## src/rtl/lpht_pkg.sv

```systemverilog
`timescale 1ns / 1ps
// ----------------------------------------------------------------------------
// lpht_pkg
// shared constants and types for the linear probing hash table
// ----------------------------------------------------------------------------
package lpht_pkg;

	localparam int SLOT_BITS  = 8;
	localparam int SLOTS      = 1 << SLOT_BITS;
	localparam int KEY_BITS   = 32;
	localparam int KEY_BYTES  = KEY_BITS / 8;
	localparam int VALUE_BITS = 32;
	localparam int COUNT_BITS = SLOT_BITS + 1;

	localparam logic [63:0] FNV_BASIS = 64'hcbf29ce484222325;
	localparam logic [63:0] FNV_PRIME = 64'h00000100000001b3;

	localparam logic [2:0] CMD_PUT      = 3'd0;
	localparam logic [2:0] CMD_GET      = 3'd1;
	localparam logic [2:0] CMD_REMOVE   = 3'd2;
	localparam logic [2:0] CMD_CONTAINS = 3'd3;
	localparam logic [2:0] CMD_CLEAR    = 3'd4;

	localparam logic [1:0] MARK_EMPTY = 2'd0;
	localparam logic [1:0] MARK_OCC   = 2'd1;
	localparam logic [1:0] MARK_TOMB  = 2'd2;

	localparam logic [1:0] ST_OK       = 2'd0;
	localparam logic [1:0] ST_NOTFOUND = 2'd1;
	localparam logic [1:0] ST_FULL     = 2'd2;

	typedef struct packed {
		logic start;
		logic busy;
		logic done;
	} hash_ctl_t;

endpackage

```

## src/rtl/lpht_hash.sv

```systemverilog
`timescale 1ns / 1ps
// ----------------------------------------------------------------------------
// lpht_hash
// iterative fnv-1a over four key bytes, one byte per pass
// ----------------------------------------------------------------------------
module lpht_hash import lpht_pkg::*; (
	input  logic                  clk,
	input  logic                  arst_n,
	input  logic                  start,
	input  logic [KEY_BITS-1:0]   key,
	output hash_ctl_t             ctl,
	output logic [SLOT_BITS-1:0]  home
);
	logic [63:0]           h_q;
	logic [KEY_BITS-1:0]   key_q;
	logic [2:0]            cnt_q;
	logic                  busy_q, done_q;
	logic [63:0]           x, prod;

	// the prime is 2^40 + 0x1b3, so the product mod 2^64 is a shift plus a
	// narrow multiply; one byte a cycle
	assign x    = h_q ^ {56'd0, key_q[7:0]};
	assign prod = (x << 40) + (x * 64'h1b3);

	always_ff @(posedge clk or negedge arst_n) begin
		if (!arst_n) begin
			busy_q <= 1'b0;
			done_q <= 1'b0;
			cnt_q  <= '0;
		end else begin
			done_q <= 1'b0;
			if (start) begin
				busy_q <= 1'b1;
				cnt_q  <= '0;
			end else if (busy_q) begin
				cnt_q <= cnt_q + 3'd1;
				if (cnt_q == 3'(KEY_BYTES - 1)) begin
					busy_q <= 1'b0;
					done_q <= 1'b1;
				end
			end
		end
	end

	always_ff @(posedge clk) begin
		if (start) begin
			h_q   <= FNV_BASIS;
			key_q <= key;
		end else if (busy_q) begin
			h_q   <= prod;
			key_q <= key_q >> 8;
		end
	end

	assign ctl.start = start;
	assign ctl.busy  = busy_q;
	assign ctl.done  = done_q;
	assign home      = h_q[SLOT_BITS-1:0];
endmodule

```

## config.mk

```make
export PLATFORM = sky130hd
export DESIGN_NAME = lpht_hash
export DESIGN_NICKNAME = d
export VERILOG_FILES = /design/src/rtl/lpht_pkg.sv /design/src/rtl/lpht_hash.sv
export SDC_FILE = /design/constraint.sdc
export NUM_CORES = 1
export LEC_CHECK = 0
export BUFFER_PORTS_ARGS = -buffer_cell sky130_fd_sc_hd__buf_2
export CAP_MARGIN = 20
export CORE_UTILIZATION = 45
export CTS_BUF_LIST = sky130_fd_sc_hd__clkbuf_16
export CTS_CLUSTER_DIAMETER = 60
export DETAILED_ROUTE_END_ITERATION = 10
export MAX_ROUTING_LAYER = met4
export PLACE_DENSITY = 0.69
export SYNTH_ARGS = -nofsm -noshare
export SYNTH_HDL_FRONTEND = slang
export SYNTH_SLANG_ARGS = --single-unit
```

## constraint.sdc

```tcl
create_clock -name clk -period 3.7 [get_ports clk]
set_input_delay 0.74 -clock clk [delete_from_list [all_inputs] [get_ports clk]]
set_output_delay 0.74 -clock clk [all_outputs]
set_load 0.03 [all_outputs]
```

### Yosys cells after proc, flatten, opt, wreduce, memory -nomap -nowiden

Cells that the tools add are included.

| storage, ports and cells | value |
|---|---|
| flip-flop bits (word level) | 101 |
| input bits | 35 |
| output and inout port bits | 11 |
| word-level logic and storage cells | 21 |

| cells by class | value |
|---|---|
| add/subtract/negate cells | 2 |
| multipliers | 1 |
| equal/unequal tests | 1 |
| muxes and demuxes | 10 |
| bitwise gates (word level) | 1 |
| reductions and logical operators | 1 |

Operator list:

| kind | number |
|---|---|
| $add A64 B64 Y64 | 1 |
| $mul A64 B9 Y64 const B | 1 |
| $mux W32 | 2 |
| $xor A64 B8 Y64 | 1 |
| $mux W1 | 6 |
| $mux W3 | 2 |
| $add A3 B1 Y3 const B | 1 |
| $eq A3 B2 Y1 const B | 1 |
| $reduce_bool A2 Y1 | 1 |

### Longest topological paths before layout

Gate-level depths: netlist of run 1.

| depth | value |
|---|---|
| word-level depth | 4 |
| depth in mapped cells | 15 |
| depth with buffers taken out | 15 |

### Worst setup path before layout of run 1

OpenSTA, ideal clock, no wires.

| timing | value |
|---|---|
| kind | register to register |
| start | register h_q[0] |
| end | register h_q[7] |
| setup time | 0.079 ns |
| data arrival time | 3.995 ns |
| required time | 3.621 ns |
| path slack | -0.375 ns |
| stages on the path, launching flop included | 15 |
| buffers on the path | 0 |
| period minus slack after synthesis | 4.075 ns |
| cells stage by stage | dfxtp_1 > xor2_1 > ha_1 > inv_1 > fa_1 > inv_1 > ha_1 > fa_1 > ha_1 > inv_1 > fa_1 > xor2_1 > xnor2_1 > xnor3_1 > a211oi_2 |

| between the ends | value |
|---|---|
| cells in the longest elaborated chain, start to end | 3 |

Ends and longest elaborated chain:

| what | line | source |
|---|---|---|
| start, declared | lpht_hash.sv:14 | `logic [63:0] h_q;` |
| start signal, assigned | lpht_hash.sv:50 | `h_q <= prod;` |
| $xor A64 B8 Y64 | lpht_hash.sv:22 | `assign x = h_q ^ {56'd0, key_q[7:0]};` |
| $mul A64 B9 Y64 | lpht_hash.sv:23 | `assign prod = (x << 40) + (x * 64'h1b3);` |
| $add A64 B64 Y64 | lpht_hash.sv:23 |  |

Every way passes these cells.
A chain may end at the register's enable or synchronous reset.

### Worst setup path in the final report of run 1

| timing | value |
|---|---|
| start | register key_q[5] |
| end | register h_q[7] |

| between the ends | value |
|---|---|
| cells in the longest elaborated chain, start to end | 3 |

Ends and longest elaborated chain:

| what | line | source |
|---|---|---|
| start, declared | lpht_hash.sv:15 | `logic [KEY_BITS-1:0] key_q;` |
| start signal, assigned | lpht_hash.sv:48 | `key_q <= key;` |
| start signal, assigned | lpht_hash.sv:51 | `key_q <= key_q >> 8;` |
| $xor A64 B8 Y64 | lpht_hash.sv:22 |  |
| $mul A64 B9 Y64 | lpht_hash.sv:23 |  |
| $add A64 B64 Y64 | lpht_hash.sv:23 |  |

Every way passes these cells.

==> results.ini, run 1 <==
[synth]
synth_edf_count=32
synth_largest_area_cell=edfxtp_1
syn_nets=229
synthTopCellsByCount=edfxtp_1 (32), mux2_2 (24), ha_1 (21), inv_1 (14), xor2_1 (10)
syn-instance-count=169
synthFlopType=edfxtp_1
syn_area_sq_um=2370
postSynthAreaPerCell_sq_um=14.0
ys_async_sr_fraction=0.111
synth_seq_cells=45
yosysMostFrequentCell=edfxtp_1
yosysWarningCount=0
netlist.area_leader.share=0.405
synth.distinct_cells=27
synth.area.top_cells=edfxtp_1 (41%), mux2_2 (11%), ha_1 (11%)
ys_seq_area_frac=0.526

[die]
die_y_um=74.6
pin_count=46
num_rows=26
start_util=0.467
die_area_sq_um=5560
core_area_sq_um=5070
die_w_um=74.6

[place]
place.detailed.hpwl_um=2550
place_congestion=0.761
portBuffers=45
dp_cells=279
pre_cts_slack_ns=-0.0873

[clock_network]
clk_latency_ns=0.28
cts_tree=done
cts_htree_levels=2
clk_pin_slew_ns=0.06
postCtsHoldBufs=0
clock_tree.root_cell=clkbuf_16
cts_buffers=5
cts_buffer_depth=2
cts.sinks=45

[setup_path]
crit_path_start_kind=flip-flop
end_kind=flip-flop
path_max_fanout=2
critPathRequiredTime_ns=3.90
arrival_ns=3.86
crit_type=flip-flop to flip-flop

[global_route]
antenna_found_initial=0
met2_usage=0.225
grt_pass1_wl_um=5760
grt_util_met1=0.187
grt_usage=0.148
busiest_layer=met2
overflow=0
grtUsageMet3=0.0407
grt_pass1_vias=1262
grt_max_degree=33

[power_and_ir_drop]
leakagePower_nw=1.32
peakVddDrop_v=0.000746
power_density_nw_per_um2=983

[sta]
maxSlewViolCount=0
min_period_over_period=0.988
fin_crit_ns=3.66
fin_ws_ns=0.0429
rsz0062_at_grt=true
max-slew-margin-rel=0.485
worst_pin_slew_ns=0.772
finalSetupViolations=0
fin_skew_ns=0.00567
fmax_mhz=273
final_hold_viol_count=0

[status]
status=finished clean

[layout]
drive_above_1_share=0.475
fin_nets=278
syn_to_final_growth_pct=23.7
diodes=0
fin_cells=289

[min_path]
hold_class=input pin to async pin

[run]
maxCapViolations=0

[route]
wl_um=3670
num_vias=1343
ant_nets=0
avgViaCountPerCell=4.65
drt_iter0_markers=41
drc=0
routedWlPerCell_um=12.7
firstDrtPassIters=4

## sequential cells by signal (all words and copies together) (netlist names)
register	cells
cnt_q	3
key_q	32
done_q	1
busy_q	1
h_q	8
## routing by layer
metal / share of wire / up-vias
met5: 0 / -
met4: 0.0098 / 0
met3: 0.045 / 4
met2: 0.48 / 34
met1: 0.46 / 628
li1: - / 677
## repair_timing
item,CTS,global route
gates cloned,0,0
pin swaps,16,2
setup endpoints to repair,1,1
resized for setup,5,6
setup buffers,2,0
## layout by cell type, fill, tap and decap left out, drive strengths merged, types with 5 or more instances in the layout
cell	instances
clkbuf	5
mux2	24
dfrtp	5
xor2	10
inv	15
nor2	8
dfxtp	8
ha	21
xnor2	6
and2	8
edfxtp	32
buf	52
## worst max-delay path, stage by stage (launching register included)
cell and delay, ns:
edfxtp_1 0.41, buf_6 0.14, xor2_2 0.14, ha_1 0.29, inv_2 0.04, fa_1 0.48
inv_2 0.04, ha_4 0.25, fa_1 0.40, ha_1 0.29, inv_2 0.04, fa_2 0.32
xor2_1 0.15, xnor2_1 0.16, xnor3_1 0.24, a211oi_2 0.17
## power by group
group / leakage [nW] / internal, mW / switching [mW] / total, mW
sequential: 0.482 / 0.660 / 0.0645 / 0.725
clock: 0.0852 / 0.317 / 0.176 / 0.493
combinational: 0.754 / 0.893 / 0.773 / 1.67
## area by class of cell
class	instances	area, sq um
clock buffer	5	125
clock inverter	3	42.5
fill	436	2140
inverter	14	52.6
multi-input combinational	100	1080
sequential	45	1260
tap	70	87.6
timing repair buffer	52	282
## per-stage QoR
| step | setup TNS [ns] | area [sq um] | hold WS (ns) | power [mW] | utilization |
|---|---|---|---|---|---|
| 3_5_place_dp | -0.0873 | 2700 | 0.513 | 2.28 | 0.532 |
| 4_1_cts | 0 | 2900 | 0.261 | 2.82 | 0.571 |
| 5_1_grt | -0.105 | 2930 | 0.267 | 3.16 | 0.578 |
| 2_1_floorplan | 0 | 2400 | 0.444 | 1.96 | - |
| 6_report | 0 | 2930 | 0.265 | 2.88 | 0.578 |
| 3_3_place_gp | -0.0357 | 2700 | 0.498 | 2.25 | 0.532 |
## logic make-up after synthesis
logic type	after synthesis	synth area share
compound gates	8	0.0275
xor+xnor	18	0.0781
buf+inv	24	0.0449
fa+ha+maj	25	0.145
flops	45	0.526
mux	28	0.131
simple gates	21	0.0481
## worst paths after layout
check / slack (ns) / depth (start not counted) / to / start
max in group asynchronous: 3.31 / 1 / cnt_q[0] / arst_n
min in group clk: 0.52 / 2 / h_q[1] / h_q[1]
setup reg to reg: 0.04 / 15 / h_q[7] / key_q[5]
hold / removal: 0.26 / 1 / busy_q / arst_n
hold reg to reg: 0.52 / 2 / h_q[1] / h_q[1]
setup / recovery: 0.04 / 15 / h_q[7] / key_q[5]
Note: power is estimated with default switching activity, not from simulation.
==> run 2, diff against run 1 <==
--- a/config.mk
+++ b/config.mk
@@ -7,8 +7,8 @@
 export LEC_CHECK = 0
 export BUFFER_PORTS_ARGS = -buffer_cell sky130_fd_sc_hd__buf_2
 export CAP_MARGIN = 20
+export CORE_ASPECT_RATIO = 0.8
 export CORE_UTILIZATION = 45
-export CTS_BUF_LIST = sky130_fd_sc_hd__clkbuf_16
 export CTS_CLUSTER_DIAMETER = 60
 export DETAILED_ROUTE_END_ITERATION = 10
 export MAX_ROUTING_LAYER = met4
==> results.ini, run 2 (synthesized netlist as in run 1, its figures left out) <==
[run]
maxCapViolations=0

[setup_path]
crit_path_max_incr_delay_ns=0.51
rrSetupSlack_ns=0.04
path_cells=xor2_2 > ha_1 > ha_4 > ha_4 > inv_2 > fa_1 > inv_2 > ha_4 > ha_4 > inv_2 > fa_2 > xor2_1 > xnor2_1 > xnor3_1 > a211oi_2
critPathRequiredTime_ns=3.92
cpMaxStageDelayCell=fa_1
r2r-start=key_q[4]
critPathLaunch=key_q[4]
critPathTopFamily=adder cells
r2r_cells=15
end_kind=flip-flop
path_max_fanout=2
crit_path_start_kind=flip-flop
cpMostUsedCell=ha_4
rr_endpoint=h_q[7]
arrival_ns=3.88
crit_type=flip-flop to flip-flop
worst-path-buf-inv=3

[layout]
final_area_sq_um=2890
regMostFlops=key_q
mostFrequentLayoutCells=buf_2 (45), edfxtp_1 (32), mux2_2 (24)
largest_register_ffs=32
drive_above_1_share=0.495
reg_top3=key_q (32), h_q (8), cnt_q (3)
syn_to_final_growth_pct=21.8
postLayoutCoreUtil=0.573
final_common_cell=buf_2
fin_nets=277
fin_cells=280
diodes=0

[place]
place_congestion=0.776
placed_area_sq_um=2690
portBuffers=45
pre_cts_slack_ns=-0.118
place.detailed.hpwl_um=2720
dp_cells=271

[power_and_ir_drop]
seqPwrFrac=0.250
clock_power_share=0.106
comb_power_share=0.644
p_int_mw=1.81
totalPowerFinal_mw=2.90
power_switching_mw=1.09
power_density_nw_per_um2=1000
swShare=0.376
peakVddDrop_v=0.000825
leakagePower_nw=1.27

[sta]
setup_tns_ns=0
timing.hold.ws_ns=0.253
fmax_mhz=273
rsz0062_at_grt=true
fin_skew_ns=0.00682
min_period_over_period=0.989
max-slew-margin-rel=0.494
worst_pin_slew_ns=0.759
fin_ws_ns=0.0400
fin_crit_ns=3.66
finalSetupViolations=0
final_hold_viol_count=0
maxSlewViolCount=0

[route]
ant_nets=0
routedWlPerCell_um=13.7
firstDrtPassIters=4
avgViaCountPerCell=4.79
wl_um=3820
drc=0
drt_iter0_markers=25
num_vias=1342

[clock_network]
cts_htree_levels=2
cts_tree=done
cts_buffers=5
postCtsHoldBufs=0
clock_tree.root_cell=clkbuf_8
clk_latency_ns=0.29
clk_pin_slew_ns=0.08
cts_buffer_depth=2
cts.sinks=45

[die]
core_area_sq_um=5040
pin_count=46
num_rows=23
die_w_um=83.1
die_y_um=66.9
die_area_sq_um=5560
start_util=0.471

[global_route]
grt_pass1_vias=1338
grt_max_degree=33
grt_usage=0.151
overflow=0
grt_pass1_wl_um=6220
antenna_found_initial=0

[min_path]
hold_class=input pin to async pin

[status]
status=finished clean

[run 2: changes by cell type in the layout (fill, tap and decap cells not counted), sizes merged]
cell / delta
buf: -1
bufinv: -1
inv: -1
clkbuf: +3
clkinv: -1
[run 2: final cells by class]
type	count	area (sq um)
inverter	14	52.6
tap	62	77.6
timing repair buffer	51	270
fill	419	2150
multi-input combinational	100	1130
sequential	45	1260
clock buffer	8	90.1
[run 2: power by group through the flow]
stage	sequential [mW]	combinational (mW)	clock (mW)
after floorplan	0.784	1.18	0
after global placement	0.730	1.56	0
after detailed placement	0.735	1.57	0
after CTS	0.724	1.65	0.318
after global routing	0.738	2.13	0.334
final	0.724	1.87	0.306
[run 2: worst max-delay path by stage]
stage | end | slack (ns) | depth (start not counted)
floorplan | h_q[7] | 0.02 | 14
global placement | h_q[7] | -0.02 | 14
detailed placement | h_q[7] | -0.12 | 14
CTS | h_q[7] | -0.01 | 14
global route | h_q[7] | -0.12 | 14
finish | h_q[7] | 0.04 | 15
[run 2: per-layer routing]
layer,global-route usage,share of wire,up-vias
met5,-,0,-
met4,0.0517,0.0099,0
met3,0.0397,0.033,4
met2,0.238,0.47,27
met1,0.191,0.48,631
li1,-,-,680
[run 2: what timing repair did]
action,CTS,global route
buffers inserted,0,1
pin swaps,11,13
resized for setup,5,13
setup endpoints to repair,1,1
